File: src/sv/hbd_pkg.sv
// Shared types, codes and helpers of the HTTP body dechunker.
`default_nettype none

package hbd_pkg;

   localparam int LINE_MAX_DEFAULT    = 128;
   localparam int COUNT_WIDTH_DEFAULT = 48;
   localparam int LIMIT_WIDTH         = 48;
   localparam int CSR_INDEX_WIDTH     = 1;
   localparam int CSR_DATA_WIDTH      = LIMIT_WIDTH;

   // register indexes
   localparam logic [CSR_INDEX_WIDTH-1:0] REG_BODY_MODE    = 1'b0;
   localparam logic [CSR_INDEX_WIDTH-1:0] REG_LENGTH_LIMIT = 1'b1;

   // body modes
   localparam logic [1:0] MODE_NO_BODY     = 2'd0;
   localparam logic [1:0] MODE_LENGTH      = 2'd1;
   localparam logic [1:0] MODE_UNTIL_CLOSE = 2'd2;
   localparam logic [1:0] MODE_CHUNKED     = 2'd3;

   // status codes
   localparam logic [1:0] STATUS_OK        = 2'd0;
   localparam logic [1:0] STATUS_EARLY_EOF = 2'd1;
   localparam logic [1:0] STATUS_LONG_LINE = 2'd2;

   localparam logic [7:0] CHAR_LF = 8'h0A;
   localparam logic [7:0] CHAR_CR = 8'h0D;

   typedef struct packed {
      logic [7:0] data_in;
      logic       end_of_input;
   } req_type;

   typedef struct packed {
      logic [7:0] data_out;
      logic       data_valid;
      logic       body_done;
      logic [1:0] status;
   } rsp_type;

   typedef struct packed {
      logic                       wen;
      logic [CSR_INDEX_WIDTH-1:0] index;
      logic [CSR_DATA_WIDTH-1:0]  wdata;
   } csr_type;

   // Hex digit decode: bit 4 flags a hex digit, bits 3:0 carry its value.
   function automatic logic [4:0] hex_decode(input logic [7:0] c);
      logic [4:0] r;
      r = 5'd0;
      if (c >= 8'h30 && c <= 8'h39) begin
         r = {1'b1, 4'(c - 8'h30)};
      end else if (c >= 8'h61 && c <= 8'h66) begin
         r = {1'b1, 4'(c - 8'h57)};
      end else if (c >= 8'h41 && c <= 8'h46) begin
         r = {1'b1, 4'(c - 8'h37)};
      end
      return r;
   endfunction

endpackage

`default_nettype wire

File: src/sv/http_body_dechunker.sv
// Top level of the HTTP message body decoder: handshakes and result register.
//
//   channel  | ports                              | direction | payload
//   ---------+------------------------------------+-----------+--------------------
//   request  | req_valid, req_stall, req_data     | in        | raw byte or close
//   response | rsp_valid, rsp_stall, rsp_data     | out       | byte, done, status
//   config   | csr_wen, csr_index, csr_wdata      | in        | body_mode, length_limit
//
// One request word per clock while req_stall is low; its response word sits in the
// result register in the cycle after acceptance. The decode state and the result
// register are the only storage on the path, so throughput is one word per cycle unless stalled.
// req_stall rises only while a response is held and rsp_stall is high.
// Reset is synchronous, active high: no body, unlimited length, body done.
// A config write restarts the decoder for a new body from the next cycle.
`default_nettype none

module http_body_dechunker #(
   parameter int LINE_MAX    = hbd_pkg::LINE_MAX_DEFAULT,
   parameter int COUNT_WIDTH = hbd_pkg::COUNT_WIDTH_DEFAULT
) (
   input  wire                                   clock,
   input  wire                                   reset,
   input  wire                                   req_valid,
   output logic                                  req_stall,
   input  hbd_pkg::req_type                      req_data,
   output logic                                  rsp_valid,
   input  wire                                   rsp_stall,
   output hbd_pkg::rsp_type                      rsp_data,
   input  wire                                   csr_wen,
   input  wire [hbd_pkg::CSR_INDEX_WIDTH-1:0]    csr_index,
   input  wire [hbd_pkg::CSR_DATA_WIDTH-1:0]     csr_wdata
);

   hbd_pkg::csr_type csr;
   hbd_pkg::rsp_type rsp_next;
   hbd_pkg::rsp_type rsp_ff;
   logic             rsp_valid_ff, rsp_valid_in;
   logic             accept;

   assign csr.wen   = csr_wen;
   assign csr.index = csr_index;
   assign csr.wdata = csr_wdata;

   // hold the request side only while a finished word waits downstream
   assign req_stall = rsp_valid_ff && rsp_stall;
   assign accept    = req_valid && !req_stall;

   hbd_decoder #(
      .LINE_MAX    (LINE_MAX),
      .COUNT_WIDTH (COUNT_WIDTH)
   ) u_decoder (
      .clock    (clock),
      .reset    (reset),
      .csr      (csr),
      .step     (accept),
      .req      (req_data),
      .rsp_next (rsp_next)
   );

   // advance the result register on accept; drop valid once the word is taken
   always_comb begin
      rsp_valid_in = rsp_valid_ff;
      if (accept) begin
         rsp_valid_in = 1'b1;
      end else if (rsp_valid_ff && !rsp_stall) begin
         rsp_valid_in = 1'b0;
      end
   end

   always_ff @(posedge clock) begin
      if (reset) begin
         rsp_valid_ff <= 1'b0;
      end else begin
         rsp_valid_ff <= rsp_valid_in;
      end
   end

   always_ff @(posedge clock) begin
      if (accept) begin
         rsp_ff <= rsp_next;
      end
   end

   assign rsp_valid = rsp_valid_ff;
   assign rsp_data  = rsp_ff;

   // every accepted word yields a response word in the next cycle
   a_accept_gives_rsp : assert property (@(posedge clock) disable iff (reset)
      accept |=> rsp_valid)
      else $error("accepted word produced no response");

   // payload bytes only flow while the body is healthy
   a_data_ok : assert property (@(posedge clock) disable iff (reset)
      (rsp_valid && rsp_data.data_valid) |-> (rsp_data.status == hbd_pkg::STATUS_OK))
      else $error("payload byte passed with error status");

   // a normal end never coexists with an error
   a_done_ok : assert property (@(posedge clock) disable iff (reset)
      (rsp_valid && rsp_data.body_done) |-> (rsp_data.status == hbd_pkg::STATUS_OK))
      else $error("body done reported together with an error");

   // non-payload words carry a zero byte
   a_idle_byte : assert property (@(posedge clock) disable iff (reset)
      (rsp_valid && !rsp_data.data_valid) |-> (rsp_data.data_out == 8'd0))
      else $error("data_out not zero without data_valid");

endmodule

`default_nettype wire

File: src/sv/hbd_decoder.sv
// Body decode state, configuration registers and per-word update logic.
`default_nettype none

module hbd_decoder #(
   parameter int LINE_MAX    = hbd_pkg::LINE_MAX_DEFAULT,
   parameter int COUNT_WIDTH = hbd_pkg::COUNT_WIDTH_DEFAULT
) (
   input  wire              clock,
   input  wire              reset,
   input  hbd_pkg::csr_type csr,
   input  wire              step,
   input  hbd_pkg::req_type req,
   output hbd_pkg::rsp_type rsp_next
);

   localparam int LCW = $clog2(LINE_MAX);
   localparam int XW  = (COUNT_WIDTH > hbd_pkg::LIMIT_WIDTH) ? COUNT_WIDTH
                                                             : hbd_pkg::LIMIT_WIDTH;
   localparam logic [LCW-1:0] LINE_LAST = LCW'(LINE_MAX - 1);
   localparam logic [COUNT_WIDTH-1:0] CNT_MAX = {COUNT_WIDTH{1'b1}};

   typedef enum logic [2:0] {
      ST_SIZE,
      ST_DATA,
      ST_DATA_END,
      ST_TRAILER,
      ST_DONE
   } state_type;

   state_type                          state_ff, state_in;
   logic [1:0]                         mode_ff, mode_in;
   logic [hbd_pkg::LIMIT_WIDTH-1:0]    limit_ff, limit_in;
   logic [COUNT_WIDTH-1:0]             rem_ff, rem_in;
   logic [LCW-1:0]                     line_ff, line_in;
   logic                               hex_stop_ff, hex_stop_in;
   logic                               prev_cr_ff, prev_cr_in;
   logic                               finished_ff, finished_in;
   logic [1:0]                         fail_ff, fail_in;

   logic                               limited;
   logic                               new_limited;
   logic                               new_lenmode;
   logic [XW-1:0]                      lim_ext;
   logic [COUNT_WIDTH-1:0]             start_rem;
   logic [4:0]                         hex;
   logic [7:0]                         c;

   assign c       = req.data_in;
   assign hex     = hbd_pkg::hex_decode(c);
   assign limited = ~limit_ff[hbd_pkg::LIMIT_WIDTH-1];

   always_comb begin
      mode_in     = mode_ff;
      limit_in    = limit_ff;
      state_in    = state_ff;
      rem_in      = rem_ff;
      line_in     = line_ff;
      hex_stop_in = hex_stop_ff;
      prev_cr_in  = prev_cr_ff;
      finished_in = finished_ff;
      fail_in     = fail_ff;
      new_limited = 1'b0;
      new_lenmode = 1'b0;
      lim_ext     = '0;
      start_rem   = '0;
      rsp_next.data_out   = 8'd0;
      rsp_next.data_valid = 1'b0;

      if (csr.wen) begin
         // restart the body with the freshly written registers
         if (csr.index == hbd_pkg::REG_BODY_MODE) begin
            mode_in = csr.wdata[1:0];
         end else begin
            limit_in = csr.wdata;
         end
         new_limited = ~limit_in[hbd_pkg::LIMIT_WIDTH-1];
         new_lenmode = (mode_in == hbd_pkg::MODE_LENGTH) ||
                       (mode_in == hbd_pkg::MODE_UNTIL_CLOSE);
         lim_ext     = XW'(limit_in);
         if (lim_ext > XW'(CNT_MAX)) begin
            start_rem = CNT_MAX;
         end else begin
            start_rem = lim_ext[COUNT_WIDTH-1:0];
         end
         rem_in      = (new_lenmode && new_limited) ? start_rem : '0;
         line_in     = '0;
         hex_stop_in = 1'b0;
         prev_cr_in  = 1'b0;
         fail_in     = hbd_pkg::STATUS_OK;
         finished_in = (mode_in == hbd_pkg::MODE_NO_BODY) ||
                       (new_lenmode && new_limited && rem_in == '0);
         state_in    = finished_in ? ST_DONE : ST_SIZE;
      end else if (step && !finished_ff && fail_ff == hbd_pkg::STATUS_OK) begin
         if (req.end_of_input) begin
            if (mode_ff == hbd_pkg::MODE_UNTIL_CLOSE) begin
               finished_in = 1'b1;
               state_in    = ST_DONE;
            end else begin
               fail_in = hbd_pkg::STATUS_EARLY_EOF;
            end
         end else if (mode_ff == hbd_pkg::MODE_CHUNKED) begin
            case (state_ff)
               ST_SIZE: begin
                  if (c == hbd_pkg::CHAR_LF) begin
                     state_in    = (rem_ff != '0) ? ST_DATA : ST_TRAILER;
                     line_in     = '0;
                     hex_stop_in = 1'b0;
                     prev_cr_in  = 1'b0;
                  end else if (line_ff == LINE_LAST) begin
                     fail_in = hbd_pkg::STATUS_LONG_LINE;
                  end else begin
                     line_in = line_ff + 1'b1;
                     if (!hex_stop_ff) begin
                        if (!hex[4]) begin
                           hex_stop_in = 1'b1;
                        end else if (rem_ff[COUNT_WIDTH-1 -: 4] != 4'd0) begin
                           rem_in = CNT_MAX;
                        end else begin
                           rem_in = {rem_ff[COUNT_WIDTH-5:0], hex[3:0]};
                        end
                     end
                  end
               end
               ST_DATA: begin
                  rsp_next.data_out   = c;
                  rsp_next.data_valid = 1'b1;
                  rem_in = rem_ff - 1'b1;
                  if (rem_in == '0) begin
                     state_in    = ST_DATA_END;
                     line_in     = '0;
                     hex_stop_in = 1'b0;
                     prev_cr_in  = 1'b0;
                  end
               end
               ST_DATA_END: begin
                  if (c == hbd_pkg::CHAR_LF) begin
                     state_in    = ST_SIZE;
                     rem_in      = '0;
                     line_in     = '0;
                     hex_stop_in = 1'b0;
                     prev_cr_in  = 1'b0;
                  end else if (line_ff == LINE_LAST) begin
                     fail_in = hbd_pkg::STATUS_LONG_LINE;
                  end else begin
                     line_in = line_ff + 1'b1;
                  end
               end
               ST_TRAILER: begin
                  if (c == hbd_pkg::CHAR_LF) begin
                     // empty line (bare LF or CR LF) closes the trailers
                     if (line_ff == '0 || (line_ff == LCW'(1) && prev_cr_ff)) begin
                        state_in    = ST_DONE;
                        finished_in = 1'b1;
                     end
                     line_in     = '0;
                     hex_stop_in = 1'b0;
                     prev_cr_in  = 1'b0;
                  end else begin
                     if (line_ff < LCW'(2)) begin
                        line_in = line_ff + 1'b1;
                     end
                     prev_cr_in = (c == hbd_pkg::CHAR_CR);
                  end
               end
               default: begin
               end
            endcase
         end else begin
            rsp_next.data_out   = c;
            rsp_next.data_valid = 1'b1;
            if (limited) begin
               rem_in = rem_ff - 1'b1;
               if (rem_in == '0) begin
                  finished_in = 1'b1;
                  state_in    = ST_DONE;
               end
            end
         end
      end

      rsp_next.body_done = finished_in && (fail_in == hbd_pkg::STATUS_OK);
      rsp_next.status    = fail_in;
   end

   always_ff @(posedge clock) begin
      if (reset) begin
         mode_ff     <= hbd_pkg::MODE_NO_BODY;
         limit_ff    <= '1;
         state_ff    <= ST_DONE;
         rem_ff      <= '0;
         line_ff     <= '0;
         hex_stop_ff <= 1'b0;
         prev_cr_ff  <= 1'b0;
         finished_ff <= 1'b1;
         fail_ff     <= hbd_pkg::STATUS_OK;
      end else begin
         mode_ff     <= mode_in;
         limit_ff    <= limit_in;
         state_ff    <= state_in;
         rem_ff      <= rem_in;
         line_ff     <= line_in;
         hex_stop_ff <= hex_stop_in;
         prev_cr_ff  <= prev_cr_in;
         finished_ff <= finished_in;
         fail_ff     <= fail_in;
      end
   end

endmodule

`default_nettype wire

File: config.mk
export PLATFORM = sky130hd
export DESIGN_NAME = http_body_dechunker
export DESIGN_NICKNAME = d
export VERILOG_FILES = /design/src/sv/hbd_pkg.sv /design/src/sv/http_body_dechunker.sv /design/src/sv/hbd_decoder.sv
export SDC_FILE = /design/constraint.sdc
export NUM_CORES = 1
export LEC_CHECK = 0
export ABC_CLOCK_PERIOD_IN_PS = 10100
export CAP_MARGIN = 30
export CORE_ASPECT_RATIO = 1.25
export CORE_UTILIZATION = 40
export DETAILED_ROUTE_END_ITERATION = 7
export DONT_BUFFER_PORTS = 1
export PLACE_DENSITY = 0.56
export RECOVER_POWER = 50
export SKIP_LAST_GASP = 1
export SYNTH_ARGS = -nofsm -noshare
export SYNTH_HDL_FRONTEND = slang
export SYNTH_SLANG_ARGS = --single-unit
File: constraint.sdc
create_clock -name clock -period 10.1 [get_ports clock]
set_input_delay 0.505 -clock clock [delete_from_list [all_inputs] [get_ports clock]]
set_output_delay 0.505 -clock clock [all_outputs]
set_load 0.02 [all_outputs]
==> flow_metrics.env, run 1 <==
export IMPL_status="finished, violations left"
export IMPL_violations="max-capacitance violations, max-slew violations"
export IMPL_critical_path_required_ns=10.37
export IMPL_setup_ws_ns=5.815
export IMPL_dr_pass1_iters=5
export IMPL_rows=57
export IMPL_syn2layout_area_growth_pct=7.871
export IMPL_hold_path_class="in2reg"
export IMPL_fp_dieW_um=129.1
export IMPL_fin_worst_skew_ns=0.01148
export IMPL_ff2ff_path_depth=9
export IMPL_rsz0062_at_grt="false"
export IMPL_powerDensity_nw_per_um2=163.9
export IMPL_synth_edf_count=12
export IMPL_setup_violations_final=0
export IMPL_min_path_cells=1
export IMPL_cp_arrival_ns=4.56
export IMPL_vias_per_cell=6.112
export IMPL_globalplace_congestion=0.9635
export IMPL_cts_root_buffer="clkbuf_16"
export IMPL_numPortBuffers=0
export IMPL_ys_types=64
export IMPL_yosys_area_top_type="dfxtp_1"
export IMPL_cts_setup_buffers=0
export IMPL_critical_path_startpoint="u_decoder.rem_ff[10]$_SDFFE_PP0P_"
export IMPL_cts_tree="built"
export IMPL_fill_cells=2033
export IMPL_core_area_um2=19610
export IMPL_seq_area_frac_synth_pct=32.72
export IMPL_path_cells="nor4_1 -> and3_1 -> nand4_1 -> o41a_1 -> nor4_1 -> nand4_1 -> or4_1 -> a221o_1 -> nor3_2"
export IMPL_grt_pass1_wl_um=42900
export IMPL_synth_mux_area_share_pct=6.725
export IMPL_cts_sinks=126
export IMPL_wl_per_cell_um=20.88
export IMPL_crit_slowest_cell="nor4_1"
export IMPL_grt_max_degree=118
export IMPL_path_max_fanout=11
export IMPL_layout_drive_gt1_share_pct=7.198
export IMPL_r2r_start="u_decoder.rem_ff[10]$_SDFFE_PP0P_"
export IMPL_finalCritPeriodShare_pct=42.43
export IMPL_finalHoldViolCount=0
export IMPL_crit_family="simple AND/OR/NAND/NOR gates"
export IMPL_cp_slowest_stage_delay_ns=0.58
export IMPL_relSlewSlack_pct=-13.61
export IMPL_final_area_um2=8711
export IMPL_fmax_mhz=233.4
export IMPL_overflow=0
export IMPL_min_period_ns=4.285
export IMPL_fin_setup_tns_ns=0
export IMPL_worst_pin_slew_ns=1.704
export IMPL_htree_levels=4
export IMPL_cp_depth=9
export IMPL_drcViolationCount=0
export IMPL_reg2reg_slack_ns=5.81
export IMPL_ys_ff_latch=126
export IMPL_cts_resized_gates=0
export IMPL_cts_hold_buf=0
export IMPL_syn_nets=1160
export IMPL_clock_latency_ns=0.43
export IMPL_ys_flop_type="dfxtp_1"
export IMPL_synth_compound_area_share_pct=21.52
export IMPL_dpl_cell_area_um2=8160
export IMPL_ir_drop_uv=114.9
export IMPL_syn_area_um2=8075
export IMPL_fp_dieH_um=160.9
export IMPL_yosys_area_share_adder_pct=1.549
export IMPL_cp_num_buf_inv=0
export IMPL_synthSimpleGateAreaFrac_pct=28.45
export IMPL_io_pins=77
export IMPL_synth_area_top_cells="dfxtp_1, nor2_1, o21ai_0, nand2_1, edfxtp_1"
export IMPL_grt_pass1_vias=7543
export IMPL_postRouteAntennaNets=0
export IMPL_vias=7988
export IMPL_synth_xor_area_share_pct=3.688
export IMPL_cts_buffers=17
export IMPL_r2r_end="rsp_data[2]$_DFFE_PP_"
export IMPL_clock_path_buffers=2
export IMPL_diodes=0
export IMPL_design_die_area_um2=20760
export IMPL_synth_top_family_by_area="simple AND/OR/NAND/NOR gates"
export IMPL_finalNetCount=1102
export IMPL_start_util_pct=41.17
export IMPL_dpl_hpwl_um=18990
export IMPL_slew_viol_final=56
export IMPL_setup_worst_path_end="rsp_data[2]$_DFFE_PP_"
export IMPL_yosys_warnings=0
export IMPL_track_usage_pct=27.04
export IMPL_async_flop_share_pct=0
export IMPL_drt_total_wl_um=27290
export IMPL_clk_pin_slew_ns=0.06
export IMPL_antenna_found_initial=0
export IMPL_maxCapViolCount=1
export IMPL_end_kind="flop"
export IMPL_dp_slack_ns=5.943
export IMPL_synth_top_area_share_pct=28.26
export IMPL_crit_type="reg2reg"
export IMPL_drt_iter0_drc=720
export IMPL_leakagePower_nw=3.121
export IMPL_setup_worst_path_start_class="flop"
export IMPL_avgSynthCellArea_um2=7.429
export IMPL_synth_cells=1087
cell usage after synthesis (12+ instances only):
cell and n:
mux2i_1 34, dfxtp_1 114, nand4_1 17, nand2_1 101
nor2_1 152, o221ai_1 16, edfxtp_1 12, or4_1 14
a211oi_1 14, clkbuf_1 78, o211ai_1 14, nand3_1 63
nor4_1 26, xnor2_1 25, mux2_2 18, a21oi_1 64
o21ai_0 104, inv_1 19, nor3_1 43
sequential cells by signal, indices dropped and copies added, names as in the netlist:
name	flops
rsp_data	12
u_decoder.line_ff	7
u_decoder.mode_ff	2
u_decoder.hex_stop_ff	1
u_decoder.limit_ff	48
u_decoder.fail_ff	2
u_decoder.state_ff	3
rsp_valid	1
u_decoder.prev_cr_ff	1
u_decoder.finished_ff	1
u_decoder.rem_ff	48
metal layers:
layer / up-vias / global-route usage [%] / share of wire [%]
li1: 3846 / - / -
met1: 3762 / 33.39 / 42
met2: 299 / 44.25 / 48
met3: 81 / 4.430 / 5.3
met4: 0 / 15.29 / 4.8
met5: - / 0 / 0
layout make-up:
type                            count  area [um2]  share of cell area [%]
Clock buffer                       18       429.2                   4.927
Timing Repair Buffer               13       97.59                   1.120
Inverter                           20       75.07                  0.8618
Tap cell                          265       331.6                   3.806
Sequential cell                   126        2643                   30.34
Multi-Input combinational cell    851        5014                   57.56
Clock inverter                     14       121.4                   1.393
cells in the final DEF, fill, tap and decap left out, drive strengths merged, types with 9 or more instances in the layout:
master	Yosys	layout
mux2	18	18
xor2	9	9
nor2	152	152
buf	12	13
nor4	26	26
edfxtp	12	12
a21oi	64	64
dfxtp	114	114
nor3	44	44
o221ai	16	16
o21ai	105	105
or4	16	16
and2	9	9
inv	20	30
ha	10	10
clkbuf	78	18
nand3	63	63
xnor2	25	25
a211oi	14	14
o211ai	14	14
nand2	101	101
mux2i	34	34
nand4	17	17
per-stage QoR:
step | power, mW | util, % | instances | hold WS (ns)
2_1_floorplan | 0.7832 | - | 1087 | 0.4366
3_3_place_gp | 0.8432 | 41.57 | 1274 | 0.4459
3_5_place_dp | 0.8435 | 41.61 | 1275 | 0.4542
4_1_cts | 1.429 | 44.41 | 1307 | 0.1415
5_1_grt | 1.488 | 44.41 | 1307 | 0.1422
6_report | 1.428 | 44.41 | 1307 | 0.1531
worst reg2reg max path, stage by stage, from the launching register on:
cell and delay (ns):
dfxtp_1 0.38, nor4_1 0.58, and3_1 0.50, nand4_1 0.54
o41a_1 0.52, nor4_1 0.28, nand4_1 0.27, or4_1 0.58
a221o_1 0.39, nor3_2 0.10
cell families (layout without fill, tap and decap cells):
logic type      after synthesis  after routing
compound gates              278            278
xor+xnor                     34             34
fa+ha+maj                    10             10
buf+inv                     110             65
flops                       126            126
mux                          52             52
simple gates                477            477
how the worst min path moves through the flow:
stage / startpoint / endpoint
floorplan: u_decoder.limit_ff[23]$_SDFFE_PP1P_ / u_decoder.limit_ff[23]$_SDFFE_PP1P_
global placement: u_decoder.limit_ff[23]$_SDFFE_PP1P_ / u_decoder.limit_ff[23]$_SDFFE_PP1P_
detailed placement: u_decoder.limit_ff[27]$_SDFFE_PP1P_ / u_decoder.limit_ff[27]$_SDFFE_PP1P_
CTS: reset / u_decoder.rem_ff[17]$_SDFFE_PP0P_
global route: reset / u_decoder.rem_ff[7]$_SDFFE_PP0P_
finish: reset / u_decoder.rem_ff[3]$_SDFFE_PP0P_
report_power, final:
group          internal, mW  total (mW)  switching (mW)  leakage (nW)
registers             0.534       0.574          0.0393          1.06
logic                0.0988       0.264           0.165          1.79
clock network         0.322       0.590           0.268         0.267
total                 0.955        1.43           0.472          3.12
Power figures use the tool's default switching activity.
==> inputs of run 2 (changes only) <==
--- a/config.mk
+++ b/config.mk
@@ -5,13 +5,14 @@
 export SDC_FILE = /design/constraint.sdc
 export NUM_CORES = 1
 export LEC_CHECK = 0
-export ABC_CLOCK_PERIOD_IN_PS = 10100
+export ABC_AREA = 1
+export ABC_CLOCK_PERIOD_IN_PS = 3700
 export CAP_MARGIN = 30
 export CORE_ASPECT_RATIO = 1.25
 export CORE_UTILIZATION = 40
 export DETAILED_ROUTE_END_ITERATION = 7
 export DONT_BUFFER_PORTS = 1
-export PLACE_DENSITY = 0.56
+export PLACE_DENSITY = 0.58
 export RECOVER_POWER = 50
 export SKIP_LAST_GASP = 1
 export SYNTH_ARGS = -nofsm -noshare
==> constraint.sdc (replaced) <==
create_clock -name clock -period 3.7 [get_ports clock]
set_input_delay 0.185 -clock clock [delete_from_list [all_inputs] [get_ports clock]]
set_output_delay 0.185 -clock clock [all_outputs]
set_load 0.02 [all_outputs]
==> run 2 against run 1 <==
  * The flow still finishes with violations (max-capacitance violations, max-slew violations)
  * Clock skew grew 0.0019 ns
  * Clock power grew to 3.3 times the previous value
  * Synthesized area grew 10%
  * Critical path depth shrank 4
  * Worst hold slack lost 0.14 ns
  * Combinational power grew to 5.4 times the previous value
  * Final cell count grew 33%
  * Critical endpoint is now u_decoder.limit_ff[28]$_SDFFE_PP1P_
  * Largest power group unchanged
==> flow_metrics.env, run 2 <==
export IMPL_reg2reg_slack_ns=0.87
export IMPL_rows=60
export IMPL_maxCapViolCount=1
export IMPL_clock_path_buffers=2
export IMPL_final_common_cell="nand2_1"
export IMPL_htree_levels=4
export IMPL_synth_cells=1410
export IMPL_ys_ff_latch=126
export IMPL_min_period_ns=3.011
export IMPL_avgSynthCellArea_um2=6.316
export IMPL_postRouteAntennaNets=0
export IMPL_synth_top_area_share_pct=25.63
export IMPL_dp_slack_ns=0.9969
export IMPL_wl_per_cell_um=18.55
export IMPL_start_util_pct=41.05
export IMPL_synthTopCellsByCount="nand2_1, nor2_1, a21oi_1, inv_1, dfxtp_1"
export IMPL_cts_sinks=126
export IMPL_status="finished, violations left"
export IMPL_layout_drive_gt1_share_pct=7.871
export IMPL_worst_pin_slew_ns=1.815
export IMPL_cts_buffers=17
export IMPL_cts_setup_buffers=0
export IMPL_cts_root_buffer="clkbuf_16"
export IMPL_drcViolationCount=0
export IMPL_finalCritPeriodShare_pct=81.38
export IMPL_setup_worst_path_start_class="input port"
export IMPL_relSlewSlack_pct=-21.47
export IMPL_fin_worst_skew_ns=0.01340
export IMPL_grt_max_degree=62
export IMPL_async_flop_share_pct=0
export IMPL_crit_type="in2reg"
export IMPL_finalHoldViolCount=0
export IMPL_yosys_area_top_type="dfxtp_1"
export IMPL_cts_tree="built"
export IMPL_design_die_area_um2=22870
export IMPL_fp_dieH_um=168.8
export IMPL_syn_area_um2=8906
export IMPL_hold_path_class="in2reg"
export IMPL_cp_arrival_ns=3.30
export IMPL_clk_pin_slew_ns=0.07
export IMPL_hold_ws_ns=0.01096
export IMPL_powerDensity_nw_per_um2=469.4
export IMPL_syn_nets=1483
export IMPL_setup_violations_final=0
export IMPL_grt_pass1_vias=9369
export IMPL_globalplace_congestion=0.9295
export IMPL_slew_viol_final=26
export IMPL_vias=9665
export IMPL_grt_pass1_wl_um=50870
export IMPL_dr_pass1_iters=7
export IMPL_drt_total_wl_um=32270
export IMPL_violations="max-capacitance violations, max-slew violations"
export IMPL_yosys_warnings=0
export IMPL_track_usage_pct=29.10
export IMPL_numPortBuffers=0
export IMPL_ys_types=48
export IMPL_ys_flop_type="dfxtp_1"
export IMPL_core_area_um2=21700
export IMPL_io_pins=77
export IMPL_setup_ws_ns=0.6888
export IMPL_overflow=0
export IMPL_leakagePower_nw=4.584
export IMPL_synth_area_top_cells="dfxtp_1, nand2_1, nor2_1, a21oi_1, inv_1"
export IMPL_path_max_fanout=49
export IMPL_seq_area_frac_synth_pct=29.67
export IMPL_syn2layout_area_growth_pct=17.28
export IMPL_drt_iter0_drc=760
export IMPL_clock_latency_ns=0.43
export IMPL_final_cell_mix="nand2_1, nor2_1, a21oi_1, inv_1, dfxtp_1"
export IMPL_diodes=0
export IMPL_synth_edf_count=12
export IMPL_fmax_mhz=332.1
export IMPL_critical_path_required_ns=3.99
export IMPL_vias_per_cell=5.555
export IMPL_power_mw=4.903
export IMPL_rsz0062_at_grt="false"
export IMPL_antenna_found_initial=0
export IMPL_end_kind="flop"
export IMPL_ir_drop_uv=376.1
export IMPL_finalNetCount=1521
export IMPL_fp_dieW_um=135.5
export IMPL_fill_cells=2306
export IMPL_fin_setup_tns_ns=0
export IMPL_yosysMostFrequentCell="nand2_1"
export IMPL_dpl_hpwl_um=22820
## run 2: cell types whose count changed in the layout (fill, tap and decap cells not counted), moves of 16 or more
cell	delta
a21oi_1	+81
nor4_1	-22
nand2_1	+200
o21ai_0	-24
dlygate4sd3_1	+67
mux2_2	-18
inv_1	+113
nor3_1	-25
xnor2_1	-25
nor2_1	+104
nor2_4	+16
## run 2: final cells by class
cell class	count	area (um2)	area share [%]
Clock inverter	14	214.0	2.048
Inverter	144	540.5	5.175
Multi-Input combinational cell	1080	5485	52.52
Timing Repair Buffer	79	763.2	7.307
Tap cell	279	349.1	3.342
Clock buffer	18	450.4	4.312
Sequential cell	126	2643	25.30
## run 2: metrics by stage
stage	cell area (um2)	instances	utilization (%)
after global placement	9107	1640	41.98
final	10450	1740	48.14
after CTS	10460	1740	48.22
after detailed placement	9107	1640	41.98
after floorplan	8906	1410	-
after global routing	10450	1740	48.14
## run 2: worst max-delay path, cell delays in order
cell,delay [ns]
clkinv_1,0.10
clkbuf_2,0.65
nor2_1,1.63
clkbuf_1,0.52
a22oi_1,0.14
## run 2: logic make-up after synthesis
family	Yosys count	share of synthesized area (%)
simple gates	733	36.61
compound gates	289	18.12
buf+inv	204	8.851
flops	126	29.67
mux	38	4.271
xor+xnor	10	1.068
fa+ha+maj	10	1.405
## run 2: power by group
group	internal (mW)	leakage, nW	switching (mW)
Sequential	1.46	1.05	0.0882
Combinational	0.448	3.20	0.969
Clock	1.20	0.329	0.746
Total	3.10	4.58	1.80
## run 2: final timing paths
check / to / depth (start not counted) / startpoint
max: u_decoder.limit_ff[28]$_SDFFE_PP1P_ / 5 / csr_wen
min: u_decoder.limit_ff[1]$_SDFFE_PP1P_ / 2 / csr_wdata[1]
max reg2reg: rsp_data[2]$_DFFE_PP_ / 15 / u_decoder.mode_ff[0]$_SDFFE_PP0P_
min reg2reg: u_decoder.limit_ff[31]$_SDFFE_PP1P_ / 2 / u_decoder.limit_ff[31]$_SDFFE_PP1P_
## run 2: layer usage
layer | track usage [%] | part of all wire (%)
met3 | 4.942 | 7.1
met5 | 0 | 0
met4 | 11.28 | 3.2
met1 | 35.41 | 41
met2 | 50.52 | 49
## run 2: timing repair
action                                  CTS  global route
hold buffers                             68             0
endpoints found under the setup margin    0             0
endpoints found under the hold margin    90             0
resized for setup                         0             0
